`src/hw/rtl/palette_fade_engine_assert.svh`:
```
// ----------------------------------------------------------------------------
// Palette fade engine assertion macros
// Concurrent assertion shorthands used by the fade sequencer, pfe_fade_ctrl.
// ----------------------------------------------------------------------------
`ifndef PALETTE_FADE_ENGINE_ASSERT_SVH
`define PALETTE_FADE_ENGINE_ASSERT_SVH

`ifndef ASSERT_OFF

// Same-cycle implication.
`define PFE_ASSERT_IMP(label, clk, rst_n, ante, cons) \
  label: assert property (@(posedge clk) disable iff (!rst_n) (ante) |-> (cons)) \
    else $error("palette fade engine: assertion failed");

// Next-cycle implication.
`define PFE_ASSERT_NXT(label, clk, rst_n, ante, cons) \
  label: assert property (@(posedge clk) disable iff (!rst_n) (ante) |=> (cons)) \
    else $error("palette fade engine: assertion failed");

`else

`define PFE_ASSERT_IMP(label, clk, rst_n, ante, cons)
`define PFE_ASSERT_NXT(label, clk, rst_n, ante, cons)

`endif

`endif

```
`src/hw/rtl/pfe_pkg.sv`:
```
// ----------------------------------------------------------------------------
// pfe_pkg
// Types, codes and constants shared by the palette fade engine modules.
// ----------------------------------------------------------------------------
package pfe_pkg;

  localparam int NUM_COLORS = 16;
  localparam int IDX_W      = $clog2(NUM_COLORS);
  localparam int CH_W       = 4;
  localparam int LVL_W      = 5;
  localparam int WAIT_W     = 8;
  localparam int MODE_W     = 2;
  localparam int CFG_ADDR_W = 3;
  localparam int CFG_DATA_W = 32;

  typedef logic [IDX_W-1:0]        idx_t;
  typedef logic [CH_W-1:0]         chan_t;
  typedef logic signed [LVL_W-1:0] level_t;

  localparam idx_t   LAST_IDX    = IDX_W'(NUM_COLORS - 1);
  localparam level_t LEVEL_BLACK = -5'sd15;
  localparam level_t LEVEL_ZERO  = 5'sd0;
  localparam level_t LEVEL_WHITE = 5'sd15;

  // Input actions.
  localparam logic [1:0] ACT_LOAD  = 2'd0;
  localparam logic [1:0] ACT_START = 2'd1;
  localparam logic [1:0] ACT_TICK  = 2'd2;

  // Fade modes.
  localparam logic [MODE_W-1:0] MODE_IN_BLACK  = 2'd0;
  localparam logic [MODE_W-1:0] MODE_OUT_BLACK = 2'd1;
  localparam logic [MODE_W-1:0] MODE_OUT_WHITE = 2'd2;

  // Register indexes.
  localparam logic REG_FADE_MODE  = 1'b0;
  localparam logic REG_FRAME_WAIT = 1'b1;

  typedef struct packed {
    logic [1:0] action;
    logic [3:0] entry_index;
    logic [3:0] red_in;
    logic [3:0] green_in;
    logic [3:0] blue_in;
  } in_item_t;

  typedef struct packed {
    logic [3:0] color_index;
    logic [3:0] red_out;
    logic [3:0] green_out;
    logic [3:0] blue_out;
    logic       last_of_level;
    logic       fade_done;
  } out_item_t;

  typedef struct packed {
    chan_t red;
    chan_t green;
    chan_t blue;
  } color_t;

  typedef struct packed {
    logic   en;
    idx_t   addr;
    color_t data;
  } ram_wr_t;

  typedef struct packed {
    logic en;
    idx_t addr;
  } ram_rd_t;

  // What the sequencer tells the output stage about the entry on the RAM port.
  typedef struct packed {
    logic   ld;
    idx_t   idx;
    logic   last;
    logic   done;
    level_t level;
  } run_info_t;

  typedef enum logic {
    ST_IDLE,
    ST_RUN
  } fsm_state_t;

endpackage

```
`src/hw/rtl/palette_fade_engine.sv`:
```
// ----------------------------------------------------------------------------
// palette_fade_engine
// Palette fade engine top level: configuration registers, palette store,
// fade sequencer, color adjustment and the result register.
// ----------------------------------------------------------------------------
//
//   Channel   Direction  Handshake                     Payload
//   in_       input      in_valid / in_ready           pfe_pkg::in_item_t
//   out_      output     out_valid / out_ready         pfe_pkg::out_item_t
//   APB       config     psel, penable, pwrite, pready paddr, pwdata, prdata
//
// A load, a start, an ignored action and a tick that only counts down
// leave in_ready high. A tick that opens a contrast level starts a run
// through the palette store: while out_ready stays high, one entry per
// cycle is read from the store's single read port, adjusted and placed
// in the result register. The first result of a run passes through the
// store's read register and then the result register. While a run is
// in progress in_ready is low; a stall on out_ready holds the run in
// place, since the store is read only when the result register frees
// up. Reset is synchronous; palette entries read as black until written,
// tracked by per-entry valid bits, so no clearing pass is needed.
//
module palette_fade_engine (
  input  logic                              clk,
  input  logic                              rst_n,
  input  logic                              in_valid,
  output logic                              in_ready,
  input  pfe_pkg::in_item_t                 in_data,
  output logic                              out_valid,
  input  logic                              out_ready,
  output pfe_pkg::out_item_t                out_data,
  input  logic                              psel,
  input  logic                              penable,
  input  logic                              pwrite,
  input  logic [pfe_pkg::CFG_ADDR_W-1:0]    paddr,
  input  logic [pfe_pkg::CFG_DATA_W-1:0]    pwdata,
  output logic [pfe_pkg::CFG_DATA_W-1:0]    prdata,
  output logic                              pready
);

  // Configuration registers. Registers sit at byte addresses 0 and 4, so
  // address bit 2 selects between them.
  logic [pfe_pkg::MODE_W-1:0] fade_mode_r, fade_mode_nxt;
  logic [pfe_pkg::WAIT_W-1:0] frame_wait_r, frame_wait_nxt;
  logic                       cfg_write;
  logic                       cfg_sel;

  // Result register.
  logic                       out_valid_r, out_valid_nxt;
  pfe_pkg::out_item_t         out_data_r, out_data_nxt;
  logic                       out_free;

  pfe_pkg::ram_wr_t           ram_wr;
  pfe_pkg::ram_rd_t           ram_rd;
  pfe_pkg::run_info_t         run_info;
  pfe_pkg::color_t            raw_color;
  pfe_pkg::color_t            adj_color;

  assign pready    = 1'b1;
  assign cfg_sel   = paddr[2];
  assign cfg_write = psel && penable && pwrite && pready;

  always_comb begin
    fade_mode_nxt  = fade_mode_r;
    frame_wait_nxt = frame_wait_r;
    if (cfg_write) begin
      case (cfg_sel)
        pfe_pkg::REG_FADE_MODE:  fade_mode_nxt  = pwdata[pfe_pkg::MODE_W-1:0];
        pfe_pkg::REG_FRAME_WAIT: frame_wait_nxt = pwdata[pfe_pkg::WAIT_W-1:0];
        default:                 fade_mode_nxt  = fade_mode_r;
      endcase
    end
  end

  always_comb begin
    case (cfg_sel)
      pfe_pkg::REG_FADE_MODE:  prdata = pfe_pkg::CFG_DATA_W'(fade_mode_r);
      pfe_pkg::REG_FRAME_WAIT: prdata = pfe_pkg::CFG_DATA_W'(frame_wait_r);
      default:                 prdata = '0;
    endcase
  end

  // The sequencer may load the result register whenever it is empty or its
  // current transaction completes in this cycle.
  assign out_free = !out_valid_r || out_ready;

  pfe_fade_ctrl u_ctrl (
    .clk      (clk),
    .rst_n    (rst_n),
    .in_valid (in_valid),
    .in_ready (in_ready),
    .in_data  (in_data),
    .cfg_mode (fade_mode_r),
    .cfg_wait (frame_wait_r),
    .out_free (out_free),
    .ram_wr   (ram_wr),
    .ram_rd   (ram_rd),
    .run_info (run_info)
  );

  // Loads never overlap a run because in_ready is low during one, so a read
  // and a write never target the store in the same cycle.
  pfe_palette_ram u_ram (
    .clk   (clk),
    .rst_n (rst_n),
    .wr    (ram_wr),
    .rd    (ram_rd),
    .rdata (raw_color)
  );

  pfe_color_adjust u_adjust (
    .raw   (raw_color),
    .level (run_info.level),
    .adj   (adj_color)
  );

  always_comb begin
    out_valid_nxt = out_valid_r;
    out_data_nxt  = out_data_r;
    if (run_info.ld) begin
      out_valid_nxt              = 1'b1;
      out_data_nxt.color_index   = 4'(run_info.idx);
      out_data_nxt.red_out       = adj_color.red;
      out_data_nxt.green_out     = adj_color.green;
      out_data_nxt.blue_out      = adj_color.blue;
      out_data_nxt.last_of_level = run_info.last;
      out_data_nxt.fade_done     = run_info.done;
    end else if (out_ready) begin
      out_valid_nxt = 1'b0;
    end
  end

  always_ff @(posedge clk) begin
    if (!rst_n) begin
      fade_mode_r  <= pfe_pkg::MODE_IN_BLACK;
      frame_wait_r <= pfe_pkg::WAIT_W'(3);
      out_valid_r  <= 1'b0;
    end else begin
      fade_mode_r  <= fade_mode_nxt;
      frame_wait_r <= frame_wait_nxt;
      out_valid_r  <= out_valid_nxt;
    end
  end

  always_ff @(posedge clk) begin
    out_data_r <= out_data_nxt;
  end

  assign out_valid = out_valid_r;
  assign out_data  = out_data_r;

endmodule

```
`src/hw/rtl/pfe_palette_ram.sv`:
```
// ----------------------------------------------------------------------------
// pfe_palette_ram
// Palette store: one write port, one registered read port, per-entry valid
// bits so that entries not yet written read as black.
// ----------------------------------------------------------------------------
module pfe_palette_ram (
  input  logic             clk,
  input  logic             rst_n,
  input  pfe_pkg::ram_wr_t wr,
  input  pfe_pkg::ram_rd_t rd,
  output pfe_pkg::color_t  rdata
);

  pfe_pkg::color_t                 mem_r [pfe_pkg::NUM_COLORS];
  logic [pfe_pkg::NUM_COLORS-1:0]  valid_r;
  pfe_pkg::color_t                 rd_data_r;
  logic                            rd_hit_r;

  always_ff @(posedge clk) begin
    if (wr.en) begin
      mem_r[wr.addr] <= wr.data;
    end
    if (rd.en) begin
      rd_data_r <= mem_r[rd.addr];
    end
  end

  always_ff @(posedge clk) begin
    if (!rst_n) begin
      valid_r  <= '0;
      rd_hit_r <= 1'b0;
    end else begin
      if (wr.en) begin
        valid_r[wr.addr] <= 1'b1;
      end
      if (rd.en) begin
        rd_hit_r <= valid_r[rd.addr];
      end
    end
  end

  assign rdata = rd_hit_r ? rd_data_r : '0;

endmodule

```
`src/hw/rtl/pfe_color_adjust.sv`:
```
// ----------------------------------------------------------------------------
// pfe_color_adjust
// Applies one contrast level to the three channels of a palette entry.
// ----------------------------------------------------------------------------
module pfe_color_adjust (
  input  pfe_pkg::color_t raw,
  input  pfe_pkg::level_t level,
  output pfe_pkg::color_t adj
);

  // A positive level adds and saturates; a negative level scales by
  // (15 + level) / 15, where the divide by 15 is ((p + 1) * 17) >> 8,
  // exact for every product up to 225.
  function automatic pfe_pkg::chan_t adjust_chan(input pfe_pkg::chan_t c,
                                                 input pfe_pkg::level_t lvl);
    logic [4:0]  sum;
    logic [4:0]  lvl_plus;
    logic [7:0]  prod;
    logic [8:0]  prod_p1;
    logic [12:0] scaled;
    pfe_pkg::chan_t res;
    sum      = {1'b0, c} + {1'b0, lvl[3:0]};
    lvl_plus = lvl + 5'sd15;
    prod     = c * lvl_plus[3:0];
    prod_p1  = {1'b0, prod} + 9'd1;
    scaled   = {prod_p1, 4'b0000} + {4'b0000, prod_p1};
    if (lvl > pfe_pkg::LEVEL_ZERO) begin
      res = sum[4] ? 4'hF : sum[3:0];
    end else if (lvl < pfe_pkg::LEVEL_ZERO) begin
      res = scaled[11:8];
    end else begin
      res = c;
    end
    return res;
  endfunction

  always_comb begin
    adj.red   = adjust_chan(raw.red, level);
    adj.green = adjust_chan(raw.green, level);
    adj.blue  = adjust_chan(raw.blue, level);
  end

endmodule

```
`src/hw/rtl/pfe_fade_ctrl.sv`:
```
// ----------------------------------------------------------------------------
// pfe_fade_ctrl
// Fade sequencer: decodes input transactions, keeps the fade state and walks
// the store per contrast level, one entry per cycle while out_free is high.
// ----------------------------------------------------------------------------
`include "palette_fade_engine_assert.svh"

module pfe_fade_ctrl (
  input  logic                               clk,
  input  logic                               rst_n,
  input  logic                               in_valid,
  output logic                               in_ready,
  input  pfe_pkg::in_item_t                  in_data,
  input  logic [pfe_pkg::MODE_W-1:0]         cfg_mode,
  input  logic [pfe_pkg::WAIT_W-1:0]         cfg_wait,
  input  logic                               out_free,
  output pfe_pkg::ram_wr_t                   ram_wr,
  output pfe_pkg::ram_rd_t                   ram_rd,
  output pfe_pkg::run_info_t                 run_info
);

  pfe_pkg::fsm_state_t         state_r, state_nxt;
  pfe_pkg::level_t             contrast_level_r, contrast_level_nxt;
  logic [pfe_pkg::WAIT_W-1:0]  tick_countdown_r, tick_countdown_nxt;
  logic                        fade_active_r, fade_active_nxt;
  logic [pfe_pkg::MODE_W-1:0]  fade_dir_r, fade_dir_nxt;
  pfe_pkg::level_t             run_level_r, run_level_nxt;
  logic                        run_done_r, run_done_nxt;
  pfe_pkg::idx_t               rd_idx_r, rd_idx_nxt;

  logic                        accept;
  logic                        fire;
  logic                        at_last;
  logic                        at_final;
  logic                        run_end;
  logic [pfe_pkg::WAIT_W-1:0]  wait_ticks;
  pfe_pkg::level_t             final_level;

  // Input is taken only between runs.
  assign in_ready   = (state_r == pfe_pkg::ST_IDLE);
  assign accept     = in_valid && in_ready;
  assign at_last    = (rd_idx_r == pfe_pkg::LAST_IDX);
  assign run_end    = (state_r == pfe_pkg::ST_RUN) && out_free && at_last;
  assign wait_ticks = (cfg_wait == '0) ? pfe_pkg::WAIT_W'(1) : cfg_wait;

  always_comb begin
    case (fade_dir_r)
      pfe_pkg::MODE_IN_BLACK:  final_level = pfe_pkg::LEVEL_ZERO;
      pfe_pkg::MODE_OUT_BLACK: final_level = pfe_pkg::LEVEL_BLACK;
      default:                 final_level = pfe_pkg::LEVEL_WHITE;
    endcase
  end

  assign at_final = (contrast_level_r == final_level);

  // A tick opens a run when the countdown for this level has run out.
  assign fire = accept && (in_data.action == pfe_pkg::ACT_TICK) && fade_active_r &&
                (tick_countdown_r <= pfe_pkg::WAIT_W'(1));

  // Next state.
  always_comb begin
    state_nxt = state_r;
    case (state_r)
      pfe_pkg::ST_IDLE: begin
        if (fire) begin
          state_nxt = pfe_pkg::ST_RUN;
        end
      end
      pfe_pkg::ST_RUN: begin
        if (run_end) begin
          state_nxt = pfe_pkg::ST_IDLE;
        end
      end
      default: state_nxt = pfe_pkg::ST_IDLE;
    endcase
  end

  // Outputs.
  always_comb begin
    ram_rd.en    = 1'b0;
    ram_rd.addr  = '0;
    run_info.ld  = 1'b0;
    case (state_r)
      pfe_pkg::ST_IDLE: begin
        ram_rd.en = fire;
      end
      pfe_pkg::ST_RUN: begin
        run_info.ld = out_free;
        ram_rd.en   = out_free && !at_last;
        ram_rd.addr = rd_idx_r + pfe_pkg::IDX_W'(1);
      end
      default: begin
        ram_rd.en = 1'b0;
      end
    endcase
    ram_wr.en   = accept && (in_data.action == pfe_pkg::ACT_LOAD) &&
                  (int'(in_data.entry_index) < pfe_pkg::NUM_COLORS);
    ram_wr.addr = pfe_pkg::IDX_W'(in_data.entry_index);
    ram_wr.data = {in_data.red_in, in_data.green_in, in_data.blue_in};
    run_info.idx   = rd_idx_r;
    run_info.last  = at_last;
    run_info.done  = run_done_r;
    run_info.level = run_level_r;
  end

  // Fade state.
  always_comb begin
    contrast_level_nxt = contrast_level_r;
    tick_countdown_nxt = tick_countdown_r;
    fade_active_nxt    = fade_active_r;
    fade_dir_nxt       = fade_dir_r;
    run_level_nxt      = run_level_r;
    run_done_nxt       = run_done_r;
    rd_idx_nxt         = ram_rd.en ? ram_rd.addr : rd_idx_r;
    if (accept) begin
      case (in_data.action)
        pfe_pkg::ACT_START: begin
          if (cfg_mode <= pfe_pkg::MODE_OUT_WHITE) begin
            fade_dir_nxt       = cfg_mode;
            contrast_level_nxt = (cfg_mode == pfe_pkg::MODE_IN_BLACK) ?
                                 pfe_pkg::LEVEL_BLACK : pfe_pkg::LEVEL_ZERO;
            tick_countdown_nxt = wait_ticks;
            fade_active_nxt    = 1'b1;
          end
        end
        pfe_pkg::ACT_TICK: begin
          if (fire) begin
            run_level_nxt = contrast_level_r;
            run_done_nxt  = at_final;
            if (at_final) begin
              fade_active_nxt    = 1'b0;
              tick_countdown_nxt = '0;
            end else begin
              contrast_level_nxt = (fade_dir_r == pfe_pkg::MODE_OUT_BLACK) ?
                                   contrast_level_r - 5'sd1 : contrast_level_r + 5'sd1;
              tick_countdown_nxt = wait_ticks;
            end
          end else if (fade_active_r) begin
            tick_countdown_nxt = tick_countdown_r - pfe_pkg::WAIT_W'(1);
          end
        end
        default: begin
          fade_active_nxt = fade_active_r;
        end
      endcase
    end
  end

  always_ff @(posedge clk) begin
    if (!rst_n) begin
      state_r          <= pfe_pkg::ST_IDLE;
      contrast_level_r <= pfe_pkg::LEVEL_ZERO;
      tick_countdown_r <= '0;
      fade_active_r    <= 1'b0;
      fade_dir_r       <= pfe_pkg::MODE_IN_BLACK;
      run_level_r      <= pfe_pkg::LEVEL_ZERO;
      run_done_r       <= 1'b0;
      rd_idx_r         <= '0;
    end else begin
      state_r          <= state_nxt;
      contrast_level_r <= contrast_level_nxt;
      tick_countdown_r <= tick_countdown_nxt;
      fade_active_r    <= fade_active_nxt;
      fade_dir_r       <= fade_dir_nxt;
      run_level_r      <= run_level_nxt;
      run_done_r       <= run_done_nxt;
      rd_idx_r         <= rd_idx_nxt;
    end
  end

  `PFE_ASSERT_NXT(a_run_ends_idle, clk, rst_n, run_end, state_r == pfe_pkg::ST_IDLE)
  `PFE_ASSERT_IMP(a_final_run_inactive, clk, rst_n, !in_ready && run_done_r, !fade_active_r)
  `PFE_ASSERT_IMP(a_cnt_tracks_active, clk, rst_n, 1'b1, fade_active_r == (tick_countdown_r != '0))
  `PFE_ASSERT_IMP(a_level_low, clk, rst_n, fade_active_r, contrast_level_r >= pfe_pkg::LEVEL_BLACK)
  `PFE_ASSERT_IMP(a_level_high, clk, rst_n, fade_active_r, contrast_level_r <= pfe_pkg::LEVEL_WHITE)

endmodule
```
`config.mk`:
```
export PLATFORM = sky130hd
export DESIGN_NAME = palette_fade_engine
export DESIGN_NICKNAME = d
export VERILOG_FILES = /design/src/hw/rtl/pfe_pkg.sv /design/src/hw/rtl/palette_fade_engine.sv /design/src/hw/rtl/pfe_palette_ram.sv /design/src/hw/rtl/pfe_color_adjust.sv /design/src/hw/rtl/pfe_fade_ctrl.sv
export VERILOG_INCLUDE_DIRS = /design/src /design/src/hw/rtl
export SDC_FILE = /design/constraint.sdc
export NUM_CORES = 1
export LEC_CHECK = 0
export ABC_CLOCK_PERIOD_IN_PS = 6200
export BUFFER_PORTS_ARGS = -buffer_cell sky130_fd_sc_hd__buf_2
export CORE_ASPECT_RATIO = 1.4
export CORE_MARGIN = 1
export CORE_UTILIZATION = 61
export CTS_CLUSTER_DIAMETER = 60
export DETAILED_ROUTE_END_ITERATION = 16
export PLACE_DENSITY = 0.81
export RECOVER_POWER = 25
export SETUP_SLACK_MARGIN = 0.05
export SLEW_MARGIN = 20
export SYNTH_ARGS = -nofsm -noshare
export SYNTH_HDL_FRONTEND = slang
export SYNTH_SLANG_ARGS = --single-unit
```
`constraint.sdc`:
```
create_clock -name clk -period 6.2 [get_ports clk]
set_input_delay 1.24 -clock clk [delete_from_list [all_inputs] [get_ports clk]]
set_output_delay 1.24 -clock clk [all_outputs]
set_load 0.01 [all_outputs]
```
# == Yosys cells after proc, flatten, opt, wreduce, memory -nomap -nowiden ==
# Memory sizes are Yosys's and may differ from the RTL's. A register that Yosys moved wholly into a read port is not among the register bits.
# Index checks and enable logic that the tools add are counted.
# word_totals
reg_bits,73
ram_bits,192
in_bits,60
output_inout_bits,53
wordCells,126
mem_count,1
# memory_table
memory,words,width,read_ports,rd_clocked_by_memory_dff,write_ports,line_no,source
u_ram.mem_r,16,12,1,1,1,pfe_palette_ram.sv:14,pfe_pkg::color_t mem_r [pfe_pkg::NUM_COLORS];
# classes
add_sub_neg,14
n_mul,3
magnitude_cmp,7
eq_ne,10
muxes,42
bitwise,3
reduce_logical,27
# ops
op,count
case mux 32 bit (2 select lines),1
2-to-1 mux 4 bit,10
2-to-1 mux 8 bit,5
adder 12 x 9 -> 12 bit,3
adder 8 x 1 -> 9 bit (second input constant),3
2-to-1 mux 5 bit,5
multiplier 4 x 4 -> 8 bit,3
case mux 5 bit (2 select lines),2
bitwise OR 16 bit,1
case mux 8 bit (2 select lines),1
adder 4 x 4 -> 5 bit,3
2-to-1 mux 1 bit,12
2-to-1 mux 12 bit,1
logical AND 1 bit,11
< comparator 4 x 5 -> 1 bit (second input constant),2
AND reduction 5 bit,2
adder 4 x 1 -> 4 bit (second input constant),2
<= comparator 8 x 1 -> 1 bit (second input constant),1
zero test 8 bit,1
subtractor 8 x 1 -> 8 bit (second input constant),1
zero test 2 bit,3
!= test 2 x 1 -> 1 bit (second input constant),3
case mux 1 bit (2 select lines),3
AND reduction 3 bit,2
20 further kinds,25

# == Logic depth before layout (Yosys ltp) ==
# logic_depth
word_depth,7
mapped_depth,20
depth_no_buf,19

# == By module ==
# A second synthesis with hierarchy kept.
# hier_totals
hier_cells,1071
area_unflattened_um2,14445.1
# by_module_without_submodules
mod,n_inst,cells_per_inst,area_per_inst_um2,seq_area_each_um2
pfe_palette_ram,1,370,8493.1,6466.2
pfe_color_adjust,1,376,2896.5,0.0
pfe_fade_ctrl,1,222,1767.9,540.5
palette_fade_engine,1,103,1287.5,760.7

# == Worst setup path before layout ==
# Ideal clock, no wire load.
# synth_timing
path_kind,flip-flop to flip-flop
from,register u_ctrl.run_level_r[0]
to,register out_data_r (netlist bit out_data[7]) (data pin)
setup_time_ns,0.256
arrival_ns,5.004
required_time_ns,5.944
setup_slack_ns,0.940
path_stages_with_launch,18
n_path_buf,1
period_less_slack_ns,5.260
cell_sequence,dfxtp_1 > clkbuf_1 > inv_1 > ha_1 > or2_2 > fa_1 > inv_1 > fa_1 > ha_1 > nor2b_1 > o31a_1 > o211a_1 > a2111o_1 > ha_1 > a21o_1 > a21o_1 > or3_1 > a31o_2
# synth_lines
element,line_no,source
start: declaration,pfe_fade_ctrl.sv:27,"pfe_pkg::level_t run_level_r, run_level_nxt;"
start signal: assignment,pfe_fade_ctrl.sv:156,run_level_r <= pfe_pkg::LEVEL_ZERO;
start signal: assignment,pfe_fade_ctrl.sv:165,run_level_r <= run_level_nxt;
end signal: assignment,palette_fade_engine.sv:146,out_data_r <= out_data_nxt;
end: declaration,palette_fade_engine.sv:50,"pfe_pkg::out_item_t out_data_r, out_data_nxt;"

==> metrics list <==
- The run finished with clean final reports.
- Buffers plus inverters on the worst setup path: 2
* Ratio of final minimum period to clock period: about 89%
- In the synthesized netlist, the cells that appear most often are 222 x edfxtp_1, 117 x nand2_1, 83 x nor2_1.
- The largest single stage delay on the critical path is approximately 0.56 ns.
* Clock network latency to the later pin of the worst-skew pair: 0.53 ns
- Counting flops with a built-in enable in the synthesized netlist gives ~220.
* Setup_tns: 0 ns
- Dpl cells: ~1,500
- Hold WC Path Type: reg2reg
- The clock arrives with between 0.008 and 0.009 ns of skew.
- Wires add up to between 20,000 and 30,000 um.
- Starting DRT DRC Count: 575
- Nets: 1,417
- The tree is rooted in a clkbuf_16.
- In this run the worst path has a maximum fanout of 13.
* Average wire per cell in the routed design: 18.4 um
- The tool flagged a number of max-cap violations equal to 0.
* Proportion of synthesized flip-flops having asynchronous set or reset: 0%
- The cell count after synthesis came out at around 1,200.
- Hold violation count in the final report: 0
- Number of sinks driven by the clock tree: approximately 280
* Die Width: about 130 um
- Total routing usage reported by global routing: about 26%
- By area the synthesized netlist is led by edfxtp_1 47%, dfxtp_1 7.7%, ha_1 6.7%.
- Total standard cell area after synthesis: between 10,000 and 15,000 um^2
- The routed layout has between 9,000 and 10,000 vias.
- Synthesis-stage register bit count: between 200 and 300
- In the synthesized netlist the dominant register cell turns out to be edfxtp_1.
- Row Count: 65
- Clock slew at the register clock pins of the worst setup and hold paths: about 0.06 ns
- The count of nets left with antenna violations once routing finished came out at 0.
- VDD sags by at most between 0.2 and 0.25 mV.
* Hold Crit Depth: 0
* Cells on worst reg2reg path: 18
- The pre-antenna-repair detailed-routing pass consisted of 5 iterations.
- Of the post-synthesis cell area, the dominant cell type holds between 40% and 50%.
- Final Wtd Congestion: about 0.83
- After detailed routing, the number of remaining DRC violations is 0.
* Seq/Total Area, Yosys: a little over half
* RSZ-0062 raised after global routing: false
- Number of antenna diodes: 0
- Classification of the worst setup path: reg2reg
* Cts hold-fix bufs: 0
- Pin count of the biggest net entering global routing: around 80
- For the finished layout, the period the worst path requires is 5.50 ns.
* Crit path required time: ~6.6 ns
* Post-synthesis area per instance: approximately 12 um^2
- Kind of end point of the critical path: flip-flop
- Count of yosys warnings during synthesis: 0
- The via count of the first global-routing pass is a little under 10,000.
* CP startpoint kind: flip-flop
- Gates resized during post-CTS repair numbered 0.
* CTS tree: yes
* Number of cells on the critical path: 18
- For this run, the top clock speed supported by timing is 182 MHz.
* Most common cell in the netlist: edfxtp_1
* Wire length of the first global-routing pass: ~48,000 um
* Fraction of layout cells with a size suffix above 1: 12.0%
- Number of setup buffers added after CTS: 0
- Effective utilization at floorplan: a little over three fifths
- Area delta synth->final: 10.6%
- Half-perimeter wire length of the detailed placement result: just under 20,000 um
- Die Height: about 180 um
- The region available for standard cell placement spans 22,700 um^2.
- The count of buffers added on input and output ports is 61.
- Measured against its own limit, the worst slew margin works out to between 30% and 40%.
- For this design the top-level I/O count stands at between 100 and 150.
* Leak pwr: a little over 6 nW
* Number of endpoints failing setup at the final stage: 0
* R2R Setup Slk: about 0.70 ns
* Clock H-tree levels: 1
- Total CTS buffers: 26
- The initial antenna violation count is 0.
- Max Buffers Root-to-Sink: 3
- The synthesized netlist contains 64 unique library cells.
- The max-slew violation count was 0.
* Count of non-filler cells in the finished layout: ~1,600
* Critical Path AT: 5.88 ns
- Cells traversed along the worst timing path: buf_4 > nor3_1 > xor2_1 > nand2_1 > fa_1 > inv_1 > fa_1 > ha_1 > nor2b_1 > o31a_1 > nor2_1 > ha_1 > nor3b_1 > a21oi_1 > a31oi_1 > a211o_1 > a311o_1 > a31oi_1
- Per-cell via count in the routed design: ~6
- Power per cell area: approximately 240 nW/um^2
- Full die area: around 24,000 um^2
* Top cell type by total area after synthesis: edfxtp_1
- Largest delay share family, worst path: adder cells
- Summed over all layers, the global routing overflow is 0.
* Transition at the pin with the smallest max-transition slack: about 1.0 ns
- For this design, the slowest cell found on the critical path is fa_1.
[worst reg2reg max path, stage by stage (launching register included)]
cell and delay [ns]:
dfxtp_1 0.32, buf_4 0.19, nor3_1 0.34, xor2_1 0.32
nand2_1 0.14, fa_1 0.56, inv_1 0.06, fa_1 0.48
ha_1 0.39, nor2b_1 0.18, o31a_1 0.28, nor2_1 0.39
ha_1 0.32, nor3b_1 0.15, a21oi_1 0.17, a31oi_1 0.12
a211o_1 0.40, a311o_1 0.38, a31oi_1 0.16
[where the power goes]
group | internal, mW | total (mW) | switching, mW
Combinational | 0.0495 | 0.137 | 0.0876
Clock | 0.989 | 1.65 | 0.658
Sequential | 2.02 | 2.03 | 0.0126
[metal layers]
layer / vias to the layer above / part of all wire [%] / track usage, %
li1: 4520 / - / -
met1: 4578 / 38 / 29.7
met2: 263 / 54 / 48.0
met3: 89 / 3.8 / 2.76
met4: 0 / 4.1 / 11.6
met5: - / 0 / 0
[cell type report]
type	count	area (um^2)
Sequential cell	277	7770
Fill cell	1574	6960
Multi-Input combinational cell	817	5990
Clock buffer	35	726
Timing Repair Buffer	87	489
Tap cell	301	377
Inverter	56	210
Clock inverter	12	166
[layout by cell type (no fill, tap or decap), types with 25 or more instances in the layout]
cell type and count:
edfxtp_1 222, nand2_1 115, nor2_1 83, ha_1 76
mux2i_1 61, inv_1 55, dfxtp_1 55, buf_2 52
a211oi_1 45, nor2b_1 45, a21oi_1 43, o21ai_0 36
o21a_1 27, clkbuf_16 27, buf_4 26, conb_1 25
[kinds of logic (layout without fill, tap and decap cells)]
kind of cell             count (synthesis)  in the layout  share of synthesized area [%]
adder cells (fa/ha/maj)                 92             92                           8.94
buffers and inverters                  130            190                           4.12
other                                    2             25                         0.0528
AO/OA/AOI/OAI                          252            252                           12.3
AND/OR/NAND/NOR                        341            341                           11.6
flip-flops                             277            277                           54.6
multiplexers                            76             76                           6.51
XOR/XNOR                                31             31                           1.91
[final timing paths]
check	to	startpoint
worst min register to register	out_data[0]	u_ctrl.run_done_r
worst max register to register	out_data[13]	u_ctrl.run_level_r[0]
worst max-delay path	out_data[13]	u_ctrl.run_level_r[0]
worst min-delay path	out_data[0]	u_ctrl.run_done_r
[sequential cells by signal, indices dropped and copies added, names as in the netlist]
signal,cells
frame_wait_r,8
u_ctrl.tick_countdown_r,8
out_data,18
u_ctrl.rd_idx_r,4
u_ctrl.fade_active_r,1
fade_mode_r,2
u_ram.mem_r,192
u_ctrl.state_r,1
u_ram.rd_hit_r,1
u_ctrl.run_done_r,1
u_ram.rd_data_r,12
u_ctrl.run_level_r,5
u_ctrl.contrast_level_r,5
u_ram.valid_r,16
u_ctrl.fade_dir_r,2
out_valid,1
[through the flow]
step	hold WS [ns]	worst slack, ns	power, mW	instance area [um^2]	utilization [%]
5_1_grt	0.468	0.309	3.92	15700	69.3
4_1_cts	0.444	0.685	3.84	15700	69.4
3_3_place_gp	0.421	0.821	2.20	14900	65.4
6_report	0.443	0.696	3.82	15700	69.3
2_1_floorplan	0.403	0.940	2.17	14300	-
3_5_place_dp	0.423	0.713	2.21	14900	65.4
No activity file was read; power rests on OpenSTA's default activity.
